--- src/design/bdr_pkg.sv ---
// package: shared types, codes and constants for the backlight duty ramp
package bdr_pkg;

  // field widths
  localparam int DutyW  = 7;
  localparam int DwellW = 8;
  localparam int StepW  = 8;
  localparam int CfgW   = 8;
  localparam int CfgIdxW = 2;

  // register reset values
  localparam logic [DwellW-1:0] DwellReset = 8'd20;
  localparam logic [DutyW-1:0]  SpanReset  = 7'd25;
  localparam logic [DutyW-1:0]  ScaleReset = 7'd100;

  // configuration register indexes
  localparam logic [CfgIdxW-1:0] CFG_DWELL_TICKS = 2'd0;
  localparam logic [CfgIdxW-1:0] CFG_STEP_SPAN   = 2'd1;
  localparam logic [CfgIdxW-1:0] CFG_FULL_SCALE  = 2'd2;

  // request actions
  typedef enum logic [1:0] {
    ACT_UPDATE = 2'd0,
    ACT_TICK   = 2'd1,
    ACT_SET    = 2'd2,
    ACT_INIT   = 2'd3
  } action_t;

  // ramp phases
  typedef enum logic [1:0] {
    PH_IDLE      = 2'd0,
    PH_ADJUSTING = 2'd1,
    PH_WAITING   = 2'd2,
    PH_ADJUSTED  = 2'd3
  } phase_t;

  // controller states
  typedef enum logic [2:0] {
    S_IDLE,
    S_DIV1_GO,
    S_DIV1,
    S_DIV2_GO,
    S_DIV2,
    S_EXEC,
    S_EMIT
  } ctrl_state_t;

  // input request payload
  typedef struct packed {
    logic [1:0]       action;
    logic [DutyW-1:0] level;
  } item_t;

  // result payload
  typedef struct packed {
    logic [DutyW-1:0] duty_level;
    logic [DutyW-1:0] compare_value;
    logic [1:0]       phase;
    logic             finished;
  } result_t;

  // controller to datapath commands
  typedef struct packed {
    logic load_item;
    logic div_load;
    logic div_sel;    // 0: step size division, 1: remainder division
    logic div_step;
    logic exec;
    logic out_load;
  } dp_cmd_t;

  // datapath to controller status
  typedef struct packed {
    logic set_move;   // set target with nonzero distance
    logic div_last;   // divider in its last iteration
  } dp_status_t;

endpackage

--- src/design/backlight_duty_ramp_top.sv ---
// top level: backlight duty ramp controller and datapath
//
//  channel | signals                            | direction | request
//  item    | item_valid, item_stall, item       | in        | action, level
//  result  | result_valid, result_stall, result | out       | duty, compare, phase, finished
//  config  | cfg_we, cfg_index, cfg_data        | in        | register write
//
// update, tick and init requests step through accept, decode, state update, emit.
// set target with a nonzero distance adds two restoring divisions (step size,
// then remainder) on one shared bit-serial divider before the state update.
// reset (rst, synchronous) restores idle phase, zero duty and default registers.
// a stalled result holds in the output register; the next request is accepted
// meanwhile and waits at emit until the output register frees up.
module backlight_duty_ramp_top (
  input  logic                        clk,
  input  logic                        rst,
  input  logic                        item_valid,
  output logic                        item_stall,
  input  bdr_pkg::item_t              item,
  output logic                        result_valid,
  input  logic                        result_stall,
  output bdr_pkg::result_t            result,
  input  logic                        cfg_we,
  input  logic [bdr_pkg::CfgIdxW-1:0] cfg_index,
  input  logic [bdr_pkg::CfgW-1:0]    cfg_data
);
  import bdr_pkg::*;

  dp_cmd_t    cmd;
  dp_status_t status;

  // sequencing
  bdr_ctrl u_ctrl (
    .clk          (clk),
    .rst          (rst),
    .item_valid   (item_valid),
    .item_stall   (item_stall),
    .result_valid (result_valid),
    .result_stall (result_stall),
    .status       (status),
    .cmd          (cmd)
  );

  // arithmetic and state
  bdr_datapath u_datapath (
    .clk       (clk),
    .rst       (rst),
    .item      (item),
    .cfg_we    (cfg_we),
    .cfg_index (cfg_index),
    .cfg_data  (cfg_data),
    .cmd       (cmd),
    .status    (status),
    .result    (result)
  );

endmodule

--- src/design/bdr_ctrl.sv ---
// controller: sequences accept, divisions, state update and result hand-off
module bdr_ctrl (
  input  logic               clk,
  input  logic               rst,
  input  logic               item_valid,
  output logic               item_stall,
  output logic               result_valid,
  input  logic               result_stall,
  input  bdr_pkg::dp_status_t status,
  output bdr_pkg::dp_cmd_t    cmd
);
  import bdr_pkg::*;

  ctrl_state_t state, state_next;
  logic        slot_free;

  // state register and output valid flag
  always_ff @(posedge clk) begin
    if (rst) begin
      state        <= S_IDLE;
      result_valid <= 1'b0;
    end else begin
      state <= state_next;
      if (cmd.out_load) begin
        result_valid <= 1'b1;
      end else if (!result_stall) begin
        result_valid <= 1'b0;
      end
    end
  end

  assign slot_free  = !result_valid || !result_stall;
  assign item_stall = (state != S_IDLE);

  // next state and commands
  always_comb begin
    state_next = state;
    cmd        = '0;
    case (state)
      S_IDLE: begin
        if (item_valid) begin
          cmd.load_item = 1'b1;
          state_next    = S_DIV1_GO;
        end
      end
      S_DIV1_GO: begin
        if (status.set_move) begin
          cmd.div_load = 1'b1;
          cmd.div_sel  = 1'b0;
          state_next   = S_DIV1;
        end else begin
          state_next = S_EXEC;
        end
      end
      S_DIV1: begin
        cmd.div_step = 1'b1;
        if (status.div_last) begin
          state_next = S_DIV2_GO;
        end
      end
      S_DIV2_GO: begin
        cmd.div_load = 1'b1;
        cmd.div_sel  = 1'b1;
        state_next   = S_DIV2;
      end
      S_DIV2: begin
        cmd.div_step = 1'b1;
        if (status.div_last) begin
          state_next = S_EXEC;
        end
      end
      S_EXEC: begin
        cmd.exec   = 1'b1;
        state_next = S_EMIT;
      end
      S_EMIT: begin
        if (slot_free) begin
          cmd.out_load = 1'b1;
          state_next   = S_IDLE;
        end
      end
      default: begin
        state_next = S_IDLE;
      end
    endcase
  end

`ifndef SYNTHESIS
  // a new result appears only out of the emit state
  a_result_from_emit: assert property (@(posedge clk) disable iff (rst)
    $rose(result_valid) |-> $past(state) == S_EMIT)
    else $error("result raised outside emit");

  // an accepted request always leaves idle
  a_accept_leaves_idle: assert property (@(posedge clk) disable iff (rst)
    (item_valid && !item_stall) |=> state == S_DIV1_GO)
    else $error("accepted request did not start");

  // first division always hands over to the second
  a_div_chain: assert property (@(posedge clk) disable iff (rst)
    (state == S_DIV1 && status.div_last) |=> state == S_DIV2_GO)
    else $error("division chain broken");

  // a waiting result is never overwritten
  a_no_overwrite: assert property (@(posedge clk) disable iff (rst)
    (result_valid && result_stall) |=> result_valid)
    else $error("stalled result dropped");
`endif

endmodule

--- src/design/bdr_datapath.sv ---
// datapath: config registers, ramp state, shared divider and result register
module bdr_datapath (
  input  logic                           clk,
  input  logic                           rst,
  input  bdr_pkg::item_t                 item,
  input  logic                           cfg_we,
  input  logic [bdr_pkg::CfgIdxW-1:0]    cfg_index,
  input  logic [bdr_pkg::CfgW-1:0]       cfg_data,
  input  bdr_pkg::dp_cmd_t               cmd,
  output bdr_pkg::dp_status_t            status,
  output bdr_pkg::result_t               result
);
  import bdr_pkg::*;

  // configuration
  logic [DwellW-1:0] dwell_ticks;
  logic [DutyW-1:0]  step_span;
  logic [DutyW-1:0]  full_scale;

  // ramp state
  phase_t            ramp_phase;
  logic [DutyW-1:0]  current_duty;
  logic [DutyW-1:0]  target_duty;
  logic [StepW-1:0]  step_size;
  logic [StepW-1:0]  final_step;
  logic [DwellW-1:0] dwell_count;
  logic [DutyW-1:0]  reported_duty;
  logic              finished;

  // latched request
  action_t           act;
  logic [DutyW-1:0]  lvl;

  // divider
  logic [StepW-1:0]  div_rem;
  logic [StepW-1:0]  div_quo;
  logic [StepW-1:0]  div_den;
  logic [2:0]        div_cnt;
  logic [StepW:0]    div_trial;
  logic [StepW-1:0]  st_mag;

  // derived values
  logic [DutyW-1:0]  lvl_sat;
  logic [DutyW:0]    delta;
  logic [DutyW-1:0]  mag;
  logic [DutyW-1:0]  span;
  logic [StepW-1:0]  fin_mag;
  logic [DutyW:0]    left_s;
  logic [DutyW-1:0]  left;
  logic [StepW:0]    step_s9;
  logic [StepW:0]    step_abs;

  // configuration writes
  always_ff @(posedge clk) begin
    if (rst) begin
      dwell_ticks <= DwellReset;
      step_span   <= SpanReset;
      full_scale  <= ScaleReset;
    end else if (cfg_we) begin
      case (cfg_index)
        CFG_DWELL_TICKS: dwell_ticks <= cfg_data;
        CFG_STEP_SPAN:   step_span   <= cfg_data[DutyW-1:0];
        CFG_FULL_SCALE:  full_scale  <= cfg_data[DutyW-1:0];
        default: ;
      endcase
    end
  end

  // saturate the incoming level to full scale
  assign lvl_sat = (item.level > full_scale) ? full_scale : item.level;

  // request latch
  always_ff @(posedge clk) begin
    if (cmd.load_item) begin
      act <= action_t'(item.action);
      lvl <= lvl_sat;
    end
  end

  // signed distance to the new target and its magnitude
  assign delta  = {1'b0, lvl} - {1'b0, current_duty};
  assign mag    = delta[DutyW] ? DutyW'(-delta) : delta[DutyW-1:0];
  assign span   = (step_span == '0) ? DutyW'(1) : step_span;
  assign status.set_move = (act == ACT_SET) && (delta != '0);

  // restoring divider, one quotient bit per cycle
  assign div_trial = {div_rem, div_quo[StepW-1]} - {1'b0, div_den};
  assign status.div_last = (div_cnt == 3'd7);

  always_ff @(posedge clk) begin
    if (cmd.div_load) begin
      div_cnt <= '0;
      div_rem <= '0;
      if (!cmd.div_sel) begin
        div_quo <= {1'b0, mag} + {1'b0, span} - StepW'(1);
        div_den <= {1'b0, span};
      end else begin
        div_quo <= {1'b0, mag};
        div_den <= div_quo;
        st_mag  <= div_quo;
      end
    end else if (cmd.div_step) begin
      div_cnt <= div_cnt + 3'd1;
      if (!div_trial[StepW]) begin
        div_rem <= div_trial[StepW-1:0];
        div_quo <= {div_quo[StepW-2:0], 1'b1};
      end else begin
        div_rem <= {div_rem[StepW-2:0], div_quo[StepW-1]};
        div_quo <= {div_quo[StepW-2:0], 1'b0};
      end
    end
  end

  // final step magnitude: remainder, or a full step when it divides evenly
  assign fin_mag = (div_rem == '0) ? st_mag : div_rem;

  // distance left and current step magnitude for the update action
  assign left_s   = {1'b0, target_duty} - {1'b0, current_duty};
  assign left     = left_s[DutyW] ? DutyW'(-left_s) : left_s[DutyW-1:0];
  assign step_s9  = {step_size[StepW-1], step_size};
  assign step_abs = step_s9[StepW] ? -step_s9 : step_s9;

  // ramp state update
  always_ff @(posedge clk) begin
    if (rst) begin
      ramp_phase    <= PH_IDLE;
      current_duty  <= '0;
      target_duty   <= '0;
      step_size     <= '0;
      final_step    <= '0;
      dwell_count   <= '0;
      reported_duty <= '0;
      finished      <= 1'b0;
    end else if (cmd.exec) begin
      finished <= 1'b0;
      case (act)
        ACT_UPDATE: begin
          case (ramp_phase)
            PH_ADJUSTING: begin
              if (current_duty != target_duty) begin
                if ({2'b0, left} < step_abs) begin
                  current_duty  <= current_duty + final_step[DutyW-1:0];
                  reported_duty <= current_duty + final_step[DutyW-1:0];
                  ramp_phase    <= PH_ADJUSTED;
                end else begin
                  current_duty  <= current_duty + step_size[DutyW-1:0];
                  reported_duty <= current_duty + step_size[DutyW-1:0];
                  dwell_count   <= dwell_ticks;
                  ramp_phase    <= PH_WAITING;
                end
              end else begin
                ramp_phase <= PH_ADJUSTED;
              end
            end
            PH_WAITING: begin
              if (dwell_count == '0) begin
                ramp_phase <= PH_ADJUSTING;
              end
            end
            PH_ADJUSTED: begin
              ramp_phase <= PH_IDLE;
              finished   <= 1'b1;
            end
            default: ;
          endcase
        end
        ACT_TICK: begin
          if (dwell_count != '0) begin
            dwell_count <= dwell_count - DwellW'(1);
          end
        end
        ACT_SET: begin
          target_duty <= lvl;
          if (delta != '0) begin
            step_size  <= delta[DutyW] ? -st_mag : st_mag;
            final_step <= delta[DutyW] ? -fin_mag : fin_mag;
            ramp_phase <= PH_ADJUSTING;
          end
        end
        ACT_INIT: begin
          current_duty  <= lvl;
          target_duty   <= lvl;
          reported_duty <= lvl;
          step_size     <= '0;
          ramp_phase    <= PH_IDLE;
        end
        default: ;
      endcase
    end
  end

  // result register
  always_ff @(posedge clk) begin
    if (cmd.out_load) begin
      result.duty_level    <= reported_duty;
      result.compare_value <= (reported_duty > full_scale) ? '0 : full_scale - reported_duty;
      result.phase         <= ramp_phase;
      result.finished      <= finished;
    end
  end

endmodule

--- config.mk ---
export PLATFORM = sky130hd
export DESIGN_NAME = backlight_duty_ramp_top
export DESIGN_NICKNAME = d
export VERILOG_FILES = /design/src/design/bdr_pkg.sv /design/src/design/backlight_duty_ramp_top.sv /design/src/design/bdr_ctrl.sv /design/src/design/bdr_datapath.sv
export SDC_FILE = /design/constraint.sdc
export NUM_CORES = 1
export LEC_CHECK = 0
export BUFFER_PORTS_ARGS = -buffer_cell sky130_fd_sc_hd__buf_2
export CORE_MARGIN = 2
export CORE_UTILIZATION = 55
export DETAILED_ROUTE_END_ITERATION = 7
export PLACE_DENSITY = 0.73
export SYNTH_ARGS = -nofsm -noshare
export SYNTH_HDL_FRONTEND = slang
export SYNTH_SLANG_ARGS = --single-unit
export TNS_END_PERCENT = 30
--- constraint.sdc ---
create_clock -name clk -period 5.79 [get_ports clk]
set_input_delay 0.579 -clock clk [delete_from_list [all_inputs] [get_ports clk]]
set_output_delay 0.579 -clock clk [all_outputs]
set_load 0.1 [all_outputs]
==> key figures, run 1 <==
STA
  • Final worst path period need: 5.30 ns
  • Crit share post-route: 0.916
  • Setup violators final: 0
  • Setup TNS: 0 ns
  • Final Skew: 0.00678 ns
  • Final Slew Violations: 0
  • Slew at the pin closest to its max-slew limit: 0.989 ns
  • Slew headroom: 0.341
  • F_max: 0.189 GHz
  • RSZ-0062 raised after global routing: no
  • Fin. Hold Viols: 0

Synthesis
  • Synth area leader: dfxtp_1
  • Synth Flop Type: dfxtp_1
  • Post-synthesis sequential area ratio: 0.376
  • Syn Nets: 1,005
  • Share of the synthesized area in the top cell type: 0.190
  • Number of register bits inferred by synthesis: 127
  • Avg Inst Size Synth: 8.94 sq um
  • Yosys cell types: 66
  • Commonest cells post-synth: nand2_1 (90), nor2_1 (90), inv_1 (78), dfxtp_1 (77), ha_1 (70)
  • EDFF count, synth: 50
  • Post-synth ARST share: 0
  • Synth area leaders: dfxtp_1 (19%), edfxtp_1 (19%), ha_1 (11%)
  • Cell Area, Synth: 8090 sq um
  • Gate count after technology mapping: 905
  • YS warnings: 0

Critical path
  • Worst R2R End: u_datapath.current_duty[6]
  • CP Capture Type: flop
  • R2R Setup Slk: 0.49 ns
  • Worst path most repeated cell: o21ai_0
  • Critical path type: reg -> reg
  • Cell at the slowest stage of the critical path: dfxtp_1
  • Worst Path Max Fanout: 6
  • CP required: 6.09 ns
  • Worst Reg2Reg Path Length in Cells: 25
  • CP max stage delay: 0.46 ns
  • WP data arrival: 5.60 ns
  • FF-to-FF Start: u_datapath.current_duty[1]
  • Crit path launch type: flop

Clock network
  • Num CTS Buffers: 17
  • Reg clk slew, reported paths: 0.06 ns
  • CTS max path bufs: 2
  • Clock latency at the later pin of the worst-skew pair: 0.42 ns
  • CTS sink count: 127
  • Root Driver: clkbuf_16
  • CTS tree: built
  • H-tree depth: 4
  • Post-CTS setup buffer count: 0

Worst hold path
  • Hold Path Stages: 1
  • Hold Crit Class: in -> reg
  • Hold_sp: item[7]
  • Hold endpoint: u_datapath.act[0]

Drt
  • Met2 WL: 9.21 mm
  • DRT Wirelength: 19.4 mm
  • Post-route ant nets: 0
  • DR top layer: met4
  • Via Count: 6,659
  • Routed vias/inst: 5.86
  • Post-DR wirelength/cell: 17.0 um
  • DRC violations left: 0
  • Iter 0 DRT Violations: 598
  • Met1 Wirelength: 8.91 mm
  • Met3 wire length: 924 um
  • Drt pass-1 iters: 5

Floorplanning
  • Standard-cell rows: 44
  • I/O pin cnt: 43
  • Area of the core: 14,500 sq um
  • Die X-Extent: 125 um
  • Die area: 15,700 sq um
  • DIE HEIGHT: 125 um
  • Initial core utilization: 0.559

Finish
  • # nets final: 1,040
  • Area delta synth->final: 11.7%
  • N_diodes: 0
  • Share of cells above drive strength 1: 0.106
  • Final Cell Area: 9040 sq um

Power
  • Pwr per Cell Area: 365 nW/um^2
  • Lkg Pwr: 0.00369 uW
  • Total Power: 3300 uW
  • Peak VDD IR: 0.000205 V

Global route
  • GRT overflow: 0
  • Number of global-route vias before repair: 6,372
  • Largest net degree at the start of global routing: 59
  • Global-route wire length before repair: 32.0 mm
  • Initial antenna violation count: 0
  • Gr usage total: 0.253

Place
  • Final HPWL DP: 14.5 mm
  • PortBufs: 42
  • GPL Wtd Cong: 0.922
  • Placed inst area: 8450 sq um

Flow run
  • # Max-Cap Violations: 0

Outcome
  • Outcome: finished clean
==> stage by stage <==
stage          worst slack (ns)  cells  utilization  hold WS, ns
5_1_grt                 0.00841   1137        0.624        0.354
3_3_place_gp              0.559   1105        0.583        0.451
3_5_place_dp              0.385   1105        0.583        0.449
6_report                  0.487   1137        0.624        0.352
4_1_cts                   0.302   1137        0.623        0.341
2_1_floorplan             0.982    905            -        0.408
==> state kept, by name (all words and copies together), names as in the netlist <==
| signal | flops |
|---|---|
| u_datapath.result | 17 |
| u_datapath.div_den | 8 |
| u_datapath.div_quo | 8 |
| u_datapath.div_rem | 8 |
| u_datapath.dwell_count | 8 |
| u_datapath.dwell_ticks | 8 |
| u_datapath.st_mag | 8 |
| u_datapath.step_size | 8 |
| u_datapath.current_duty | 7 |
| u_datapath.final_step | 7 |
| u_datapath.full_scale | 7 |
| u_datapath.lvl | 7 |
| u_datapath.step_span | 7 |
| u_datapath.target_duty | 7 |
| u_ctrl.state | 3 |
| u_datapath.div_cnt | 3 |
| u_datapath.act | 2 |
| u_datapath.ramp_phase | 2 |
| u_ctrl.result_valid | 1 |
| u_datapath.finished | 1 |
==> critical path, delay by kind of cell, from the launching register on <==
kind | cells | cell delay (ns)
multiplexers | 1 | 0.39
buffers and inverters | 2 | 0.22
flip-flops | 1 | 0.46
AND/OR/NAND/NOR | 4 | 0.76
adder cells (fa/ha/maj) | 4 | 0.98
XOR/XNOR | 3 | 0.45
AO/OA/AOI/OAI | 11 | 1.91
==> placed cells by master, fill, tap and decap left out, types with 5 or more instances in the layout <==
| master | n |
|---|---|
| mux2_2 | 8 |
| a41oi_1 | 6 |
| nand2b_1 | 11 |
| inv_1 | 77 |
| nand2_1 | 90 |
| o21a_1 | 5 |
| a31oi_1 | 11 |
| nor3_1 | 13 |
| xor2_1 | 11 |
| fa_1 | 6 |
| nand3_1 | 9 |
| o21ai_0 | 54 |
| clkbuf_16 | 17 |
| o22ai_1 | 6 |
| o211ai_1 | 5 |
| or3_1 | 10 |
| a21oi_1 | 58 |
| buf_2 | 42 |
| a211oi_1 | 15 |
| buf_4 | 6 |
| nand4_1 | 7 |
| o31ai_1 | 5 |
| a22oi_1 | 5 |
| o21bai_1 | 5 |
| dfxtp_1 | 77 |
| nor2_1 | 90 |
| o32ai_1 | 6 |
| edfxtp_1 | 50 |
| mux2i_1 | 37 |
| nor2b_1 | 12 |
| a21o_1 | 13 |
| ha_1 | 70 |
| xnor2_1 | 43 |
==> cells by family (layout without fill, tap and decap cells) <==
group | Yosys count | after routing | share of synthesized area
and+or+nand+nor | 268 | 268 | 0.150
muxes | 45 | 45 | 0.0569
AOI/OAI and AO/OA | 224 | 224 | 0.181
DFF | 127 | 127 | 0.376
buffers and inverters | 110 | 158 | 0.0524
xor gates and xnor gates | 55 | 55 | 0.0605
adders and majority gates | 76 | 76 | 0.123
==> layout make-up <==
class	count	area (sq um)
sequential	127	3040
clock buffer	20	437
multi-input combinational	668	4630
clock inverter	12	144
timing repair buffer	48	255
fill	1235	5440
inverter	78	293
tap	184	230
==> how the worst max path moves through the flow <==
stage	start	to
global placement	u_datapath.current_duty[1]	u_datapath.current_duty[6]
detailed placement	u_datapath.current_duty[1]	u_datapath.current_duty[6]
finish	u_datapath.current_duty[1]	u_datapath.current_duty[6]
CTS	u_datapath.current_duty[1]	u_datapath.current_duty[6]
global route	u_datapath.current_duty[1]	u_datapath.current_duty[6]
floorplan	u_datapath.current_duty[1]	u_datapath.current_duty[6]
==> per-layer routing <==
layer | vias to the layer above | GRT usage
met1 | 3144 | 0.344
met2 | 191 | 0.417
met3 | 25 | 0.0428
li1 | 3299 | -
met4 | 0 | 0.0771
met5 | - | 0
==> power by group <==
group | leakage [uW] | switching [uW] | internal [uW]
logic | 0.00232 | 626 | 476
registers | 0.00109 | 102 | 1030
clock network | 0.000275 | 398 | 671
==> repair_timing <==
item                                    in CTS  in global routing
resized for setup                            0                  3
hold buffers                                 0                  0
endpoints found under the setup margin       0                  1
No activity file was read; power rests on OpenSTA's default activity.
==> inputs of run 2 (changes only) <==
- CTS_CLUSTER_SIZE: unset -> 16
- SYNTH_HIERARCHICAL: unset -> 1
==> key figures, run 2 <==
Finish
  • # nets final: 1,108
  • Share of cells above drive strength 1: 0.118
  • Post-layout util: 0.627
  • N_diodes: 0
  • Largest reg by FF count: u_datapath/result
  • Number of flip-flops in the largest register: 17
  • Most common cell after layout, fill and taps aside: inv_1
  • Area delta synth->final: 10.8%
  • Commonest non-fill, non-tap cells in the layout: inv_1 (83), nor2_1 (79), dfxtp_1 (77)

Synthesis
  • Cell Area, Synth: 8660 sq um
  • EDFF count, synth: 50
  • Synth area leader: dfxtp_1
  • Count leader, synth: inv_1
  • Synth Flop Type: dfxtp_1
  • Syn Nets: 1,085
  • Yosys cell types: 70
  • Post-synth ARST share: 0
  • Avg Inst Size Synth: 8.81 sq um
  • YS warnings: 6
  • Share of the synthesized area in the top cell type: 0.178
  • Gate count after technology mapping: 984
  • Synth area leaders: dfxtp_1 (18%), edfxtp_1 (17%), ha_1 (10%)
  • Commonest cells post-synth: inv_1 (83), nor2_1 (79), dfxtp_1 (77), ha_1 (71), nand2_1 (68)
  • Post-synthesis sequential area ratio: 0.351
  • Number of register bits inferred by synthesis: 127

Drt
  • DRC violations left: 0
  • Iter 0 DRT Violations: 563
  • Routed vias/inst: 6.06
  • DRT Wirelength: 21.9 mm
  • Post-route ant nets: 0
  • Drt pass-1 iters: 5
  • Via Count: 7,454
  • Post-DR wirelength/cell: 17.8 um

STA
  • Setup TNS: 0 ns
  • Setup violators final: 0
  • Final Skew: 0.0116 ns
  • Crit share post-route: 0.929
  • Final Slew Violations: 0
  • F_max: 0.186 GHz
  • Slew headroom: 0.232
  • Fin. Hold Viols: 0
  • RSZ-0062 raised after global routing: no
  • Final worst path period need: 5.38 ns
  • Slew at the pin closest to its max-slew limit: 1.15 ns

Floorplanning
  • Die X-Extent: 130 um
  • Standard-cell rows: 45
  • Initial core utilization: 0.566
  • DIE HEIGHT: 130 um
  • Area of the core: 15,300 sq um
  • Die area: 16,800 sq um
  • I/O pin cnt: 43

Critical path
  • WP data arrival: 5.73 ns
  • Critical path type: reg -> reg
  • Crit path launch type: flop
  • CP Capture Type: flop
  • Worst Path Max Fanout: 13
  • CP required: 6.14 ns

Flow run
  • # Max-Cap Violations: 0

Clock network
  • CTS max path bufs: 2
  • CTS tree: built
  • Post-CTS setup buffer count: 0
  • CTS sink count: 127
  • Reg clk slew, reported paths: 0.06 ns
  • Clock latency at the later pin of the worst-skew pair: 0.43 ns
  • Num CTS Buffers: 17
  • H-tree depth: 4
  • Root Driver: clkbuf_16

Power
  • Peak VDD IR: 0.000257 V
  • Pwr per Cell Area: 454 nW/um^2
  • Lkg Pwr: 0.00387 uW

Place
  • PortBufs: 42
  • GPL Wtd Cong: 0.944
  • Final HPWL DP: 16.3 mm

Worst hold path
  • Hold Crit Class: in -> reg

Global route
  • Global-route wire length before repair: 35.6 mm
  • Number of global-route vias before repair: 6,874
  • Largest net degree at the start of global routing: 56
  • Initial antenna violation count: 0
  • Gr usage total: 0.273
  • GRT overflow: 0

Outcome
  • Outcome: finished clean
## run 2: worst max-delay path, cell delays in order (launching register included)
cell	delay, ns
dfxtp_1	0.43
inv_1	0.09
ha_1	0.31
nor2b_1	0.15
o31a_1	0.27
o311a_1	0.36
o21ai_4	0.22
nor3b_2	0.24
xnor2_1	0.10
ha_1	0.30
nand2_1	0.04
o21ai_0	0.18
a41oi_1	0.16
or2_2	0.41
o21ai_0	0.22
ha_1	0.20
inv_1	0.06
fa_1	0.38
nor2b_1	0.20
o31a_1	0.19
mux2i_1	0.11
a31o_2	0.21
or3_1	0.31
a31oi_1	0.17
## run 2: logic make-up (layout without fill, tap and decap cells)
family	count (synthesis)	after routing	synth area share
AO/OA/AOI/OAI	265	265	0.210
multiplexers	35	35	0.0413
adder cells (fa/ha/maj)	77	77	0.116
AND/OR/NAND/NOR	308	308	0.179
flip-flops	127	127	0.351
XOR/XNOR	41	41	0.0414
buffers and inverters	131	167	0.0609
## run 2: layer usage
layer	vias up	GRT usage	wire (um)
met5	-	0	0
met4	0	0.0993	566
met3	44	0.0504	1270
met2	224	0.419	9740
met1	3528	0.386	10300
li1	3658	-	-
## run 2: repair_timing
action | CTS | global route
hold buffers | 0 | 0
gates resized for setup | 0 | 7
endpoints found under the setup margin | 0 | 2
## run 2: stage by stage
| step | instances | hold slack [ns] | setup slack [ns] | instance area, sq um | total power [uW] |
|---|---|---|---|---|---|
| 3_3_place_gp | 1199 | 0.418 | 0.494 | 9010 | 3270 |
| 5_1_grt | 1231 | 0.316 | 0.0110 | 9600 | 4680 |
| 2_1_floorplan | 984 | 0.409 | 0.292 | 8660 | 2880 |
| 4_1_cts | 1231 | 0.317 | 0.230 | 9580 | 4340 |
| 3_5_place_dp | 1199 | 0.419 | 0.255 | 9010 | 3310 |
| 6_report | 1231 | 0.324 | 0.409 | 9600 | 4360 |
## run 2: layout make-up
type / count / area, sq um
Clock buffer: 20 / 469
Clock inverter: 12 / 100
Fill cell: 1336 / 5710
Inverter: 85 / 322
Multi-Input combinational cell: 726 / 5140
Sequential cell: 127 / 3040
Tap cell: 211 / 264
Timing Repair Buffer: 50 / 270
## run 2: path summary, 6_finish.rpt
kind	startpoint	end	slack, ns	cells after the start
worst max-delay path	u_datapath/reported_duty[1]	u_datapath/reported_duty[6]	0.41	23
worst min-delay path	item[7]	u_datapath/act[0]	0.32	1
worst max register to register	u_datapath/reported_duty[1]	u_datapath/reported_duty[6]	0.41	23
worst min register to register	u_datapath/finished	u_datapath/result[0]	0.43	0
## run 2: power breakdown
group / internal [uW] / switching, uW / leakage [uW]
clock network: 594 / 430 / 0.000282
registers: 1100 / 186 / 0.00109
logic: 813 / 1240 / 0.00250
total: 2510 / 1850 / 0.00387
==> inputs of run 3 (changes only) <==
- ABC_AREA: unset -> 1
==> key figures, run 3 <==
STA
  • Fin. Hold Viols: 0
  • Slew at the pin closest to its max-slew limit: 0.833 ns
  • Final worst path period need: 4.65 ns
  • Crit share post-route: 0.803
  • Worst setup margin: 1.14 ns
  • F_max: 0.215 GHz
  • Slew headroom: 0.442
  • Final Skew: 0.00824 ns
  • Setup violators final: 0
  • RSZ-0062 raised after global routing: no
  • Final Slew Violations: 0
  • Setup TNS: 0 ns

Critical path
  • WP data arrival: 4.93 ns
  • CP required: 6.07 ns
  • Worst Reg2Reg Path Length in Cells: 31
  • Crit path launch type: flop
  • Critical path type: reg -> reg
  • Worst path most repeated cell: nand2_1
  • CP max stage delay: 0.42 ns
  • Worst Path Max Fanout: 15
  • FF-to-FF Start: u_datapath/reported_duty[1]
  • Cell at the slowest stage of the critical path: dfxtp_1
  • R2R Setup Slk: 1.14 ns
  • CP Capture Type: flop
  • Worst R2R End: u_datapath/reported_duty[6]

Synthesis
  • Number of register bits inferred by synthesis: 127
  • Cell Area, Synth: 8240 sq um
  • Avg Inst Size Synth: 7.61 sq um
  • Synth Area in Compound Gates: 0.151
  • Synth Flop Type: dfxtp_1
  • Largest family of logic cells by synthesized area: simple AND/OR/NAND/NOR gates
  • Syn Nets: 1,184
  • Synth area leaders: dfxtp_1 (19%), edfxtp_1 (18%), ha_1 (11%)
  • YS warnings: 6
  • Post-synth ARST share: 0
  • Simple-gate area share of the yosys netlist: 0.221
  • Gate count after technology mapping: 1,083
  • Post-synthesis sequential area ratio: 0.369
  • Count leader, synth: nand2_1
  • Post-Synth XOR/XNOR Area: 0.0436
  • Adder-cell share of the synthesized area: 0.122
  • Share of the synthesized area in the top cell type: 0.187
  • Yosys cell types: 51
  • EDFF count, synth: 50
  • Synth area leader: dfxtp_1
  • Commonest cells post-synth: nand2_1 (212), inv_1 (173), nor2_1 (92), a21oi_1 (88), o21ai_0 (80)
  • Mux share of post-synthesis cell area: 0

Worst hold path
  • Hold endpoint: u_datapath/act[0]
  • Hold_sp: item[7]
  • Hold Path Stages: 1
  • Hold Crit Class: in -> reg

Power
  • Peak VDD IR: 0.000513 V
  • Pwr per Cell Area: 458 nW/um^2
  • Total Power: 4240 uW
  • Logic pwr share: 0.454
  • Lkg Pwr: 0.00430 uW
  • Int Power: 2500 uW
  • Switching Fraction: 0.411
  • Psw: 1740 uW
  • Clock Power Share: 0.261
  • Reg power frac: 0.285

Global route
  • Largest net degree at the start of global routing: 26
  • Initial antenna violation count: 0
  • GRT overflow: 0
  • Gr usage total: 0.253
  • Number of global-route vias before repair: 6,758
  • Global-route wire length before repair: 32.3 mm

Finish
  • Fillers: 1,250
  • Most common cell after layout, fill and taps aside: nand2_1
  • Share of cells above drive strength 1: 0.0962
  • N_diodes: 0
  • Number of flip-flops in the largest register: 17
  • Area delta synth->final: 12.5%
  • Commonest non-fill, non-tap cells in the layout: nand2_1 (212), inv_1 (173), nor2_1 (92)
  • Post-layout util: 0.635
  • # nets final: 1,232
  • Largest reg by FF count: u_datapath/result

Clock network
  • CTS max path bufs: 2
  • Clock latency at the later pin of the worst-skew pair: 0.42 ns
  • PostCTS Resize Cnt: 0
  • CTS sink count: 127
  • Num CTS Buffers: 17
  • Cts-stage hold buffer count: 0
  • Post-CTS setup buffer count: 0
  • CTS tree: built
  • Root Driver: clkbuf_16
  • H-tree depth: 4
  • Reg clk slew, reported paths: 0.06 ns

Drt
  • Post-DR wirelength/cell: 14.6 um
  • Drt pass-1 iters: 5
  • Routed vias/inst: 5.49
  • DRC violations left: 0
  • Via Count: 7,297
  • DRT Wirelength: 19.4 mm
  • Iter 0 DRT Violations: 600
  • Post-route ant nets: 0

Place
  • Final HPWL DP: 14.6 mm
  • PortBufs: 42
  • Setup WS pre-CTS: 1.17 ns
  • GPL Wtd Cong: 0.901

Floorplanning
  • Die area: 16,000 sq um
  • Area of the core: 14,600 sq um
  • Die X-Extent: 126 um
  • Initial core utilization: 0.565
  • DIE HEIGHT: 126 um
  • Standard-cell rows: 44
  • I/O pin cnt: 43

Flow run
  • # Max-Cap Violations: 0

Outcome
  • Outcome: finished clean
[run 3: cell count changes in the layout (fill, tap and decap cells not counted), moves of 19 or more]
cell     change
nand2_1    +144
inv_1       +90
xnor2_1     -21
o21ai_0     +26
a21oi_1     +22
nand3_1     +39
nor2b_1     -19
mux2i_1     -29
[run 3: final cells by class]
cell class | count | area [sq um] | share of cell area
Multi-Input combinational cell | 757 | 4430 | 0.478
Sequential cell | 127 | 3040 | 0.328
Inverter | 181 | 679 | 0.0733
Clock buffer | 26 | 573 | 0.0618
Timing Repair Buffer | 47 | 248 | 0.0267
Tap cell | 184 | 230 | 0.0248
Clock inverter | 6 | 62.6 | 0.00675
[run 3: power by group through the flow]
stage / clock network [uW] / registers (uW) / logic (uW)
global route: 1170 / 1220 / 2190
floorplan: 0 / 1210 / 1520
detailed placement: 0 / 1220 / 1890
finish: 1110 / 1210 / 1920
CTS: 1130 / 1210 / 1910
global placement: 0 / 1220 / 1860
[run 3: worst max path at each step]
stage                                     start  depth (start not counted)                          end  slack (ns)
finish              u_datapath/reported_duty[1]                         31  u_datapath/reported_duty[6]        1.14
global route        u_datapath/reported_duty[1]                         31  u_datapath/reported_duty[6]        0.60
CTS                 u_datapath/reported_duty[1]                         32  u_datapath/reported_duty[6]        1.16
detailed placement  u_datapath/reported_duty[1]                         32  u_datapath/reported_duty[6]        1.17
global placement    u_datapath/reported_duty[1]                         32  u_datapath/reported_duty[6]        1.35
floorplan           u_datapath/reported_duty[1]                         33  u_datapath/reported_duty[6]        1.61
[run 3: layer usage]
metal  global-route usage  vias to the layer above  routed length, um
li1                     -                     3705                  -
met1                0.347                     3353               9080
met2                0.407                      211               8970
met3               0.0456                       28               1010
met4               0.0860                        0                322
met5                    0                        -                  0
[run 3: kinds of logic (layout without fill, tap and decap cells)]
family                     count (synthesis)  in the layout
DFF                                      127            127
and+or+nand+nor                          421            421
buffers and inverters                    199            260
xor gates and xnor gates                  38             38
adders and majority gates                 77             77
AOI/OAI and AO/OA                        221            221
[run 3: metrics by stage]
stage                     hold slack, ns  std cells  instance area [sq um]
after global placement             0.431       1296                   8630
after global routing               0.326       1328                   9270
after detailed placement           0.427       1296                   8630
after floorplan                    0.403       1083                   8240
final                              0.335       1328                   9270
after CTS                          0.318       1328                   9270
[run 3: critical path: cells and delay by family, from the launching register on]
| family | cells | cell delay [ns] |
|---|---|---|
| compound gates | 2 | 0.32 |
| xor+xnor | 2 | 0.42 |
| fa+ha+maj | 4 | 1.22 |
| buf+inv | 5 | 0.47 |
| flops | 1 | 0.42 |
| simple gates | 18 | 1.64 |
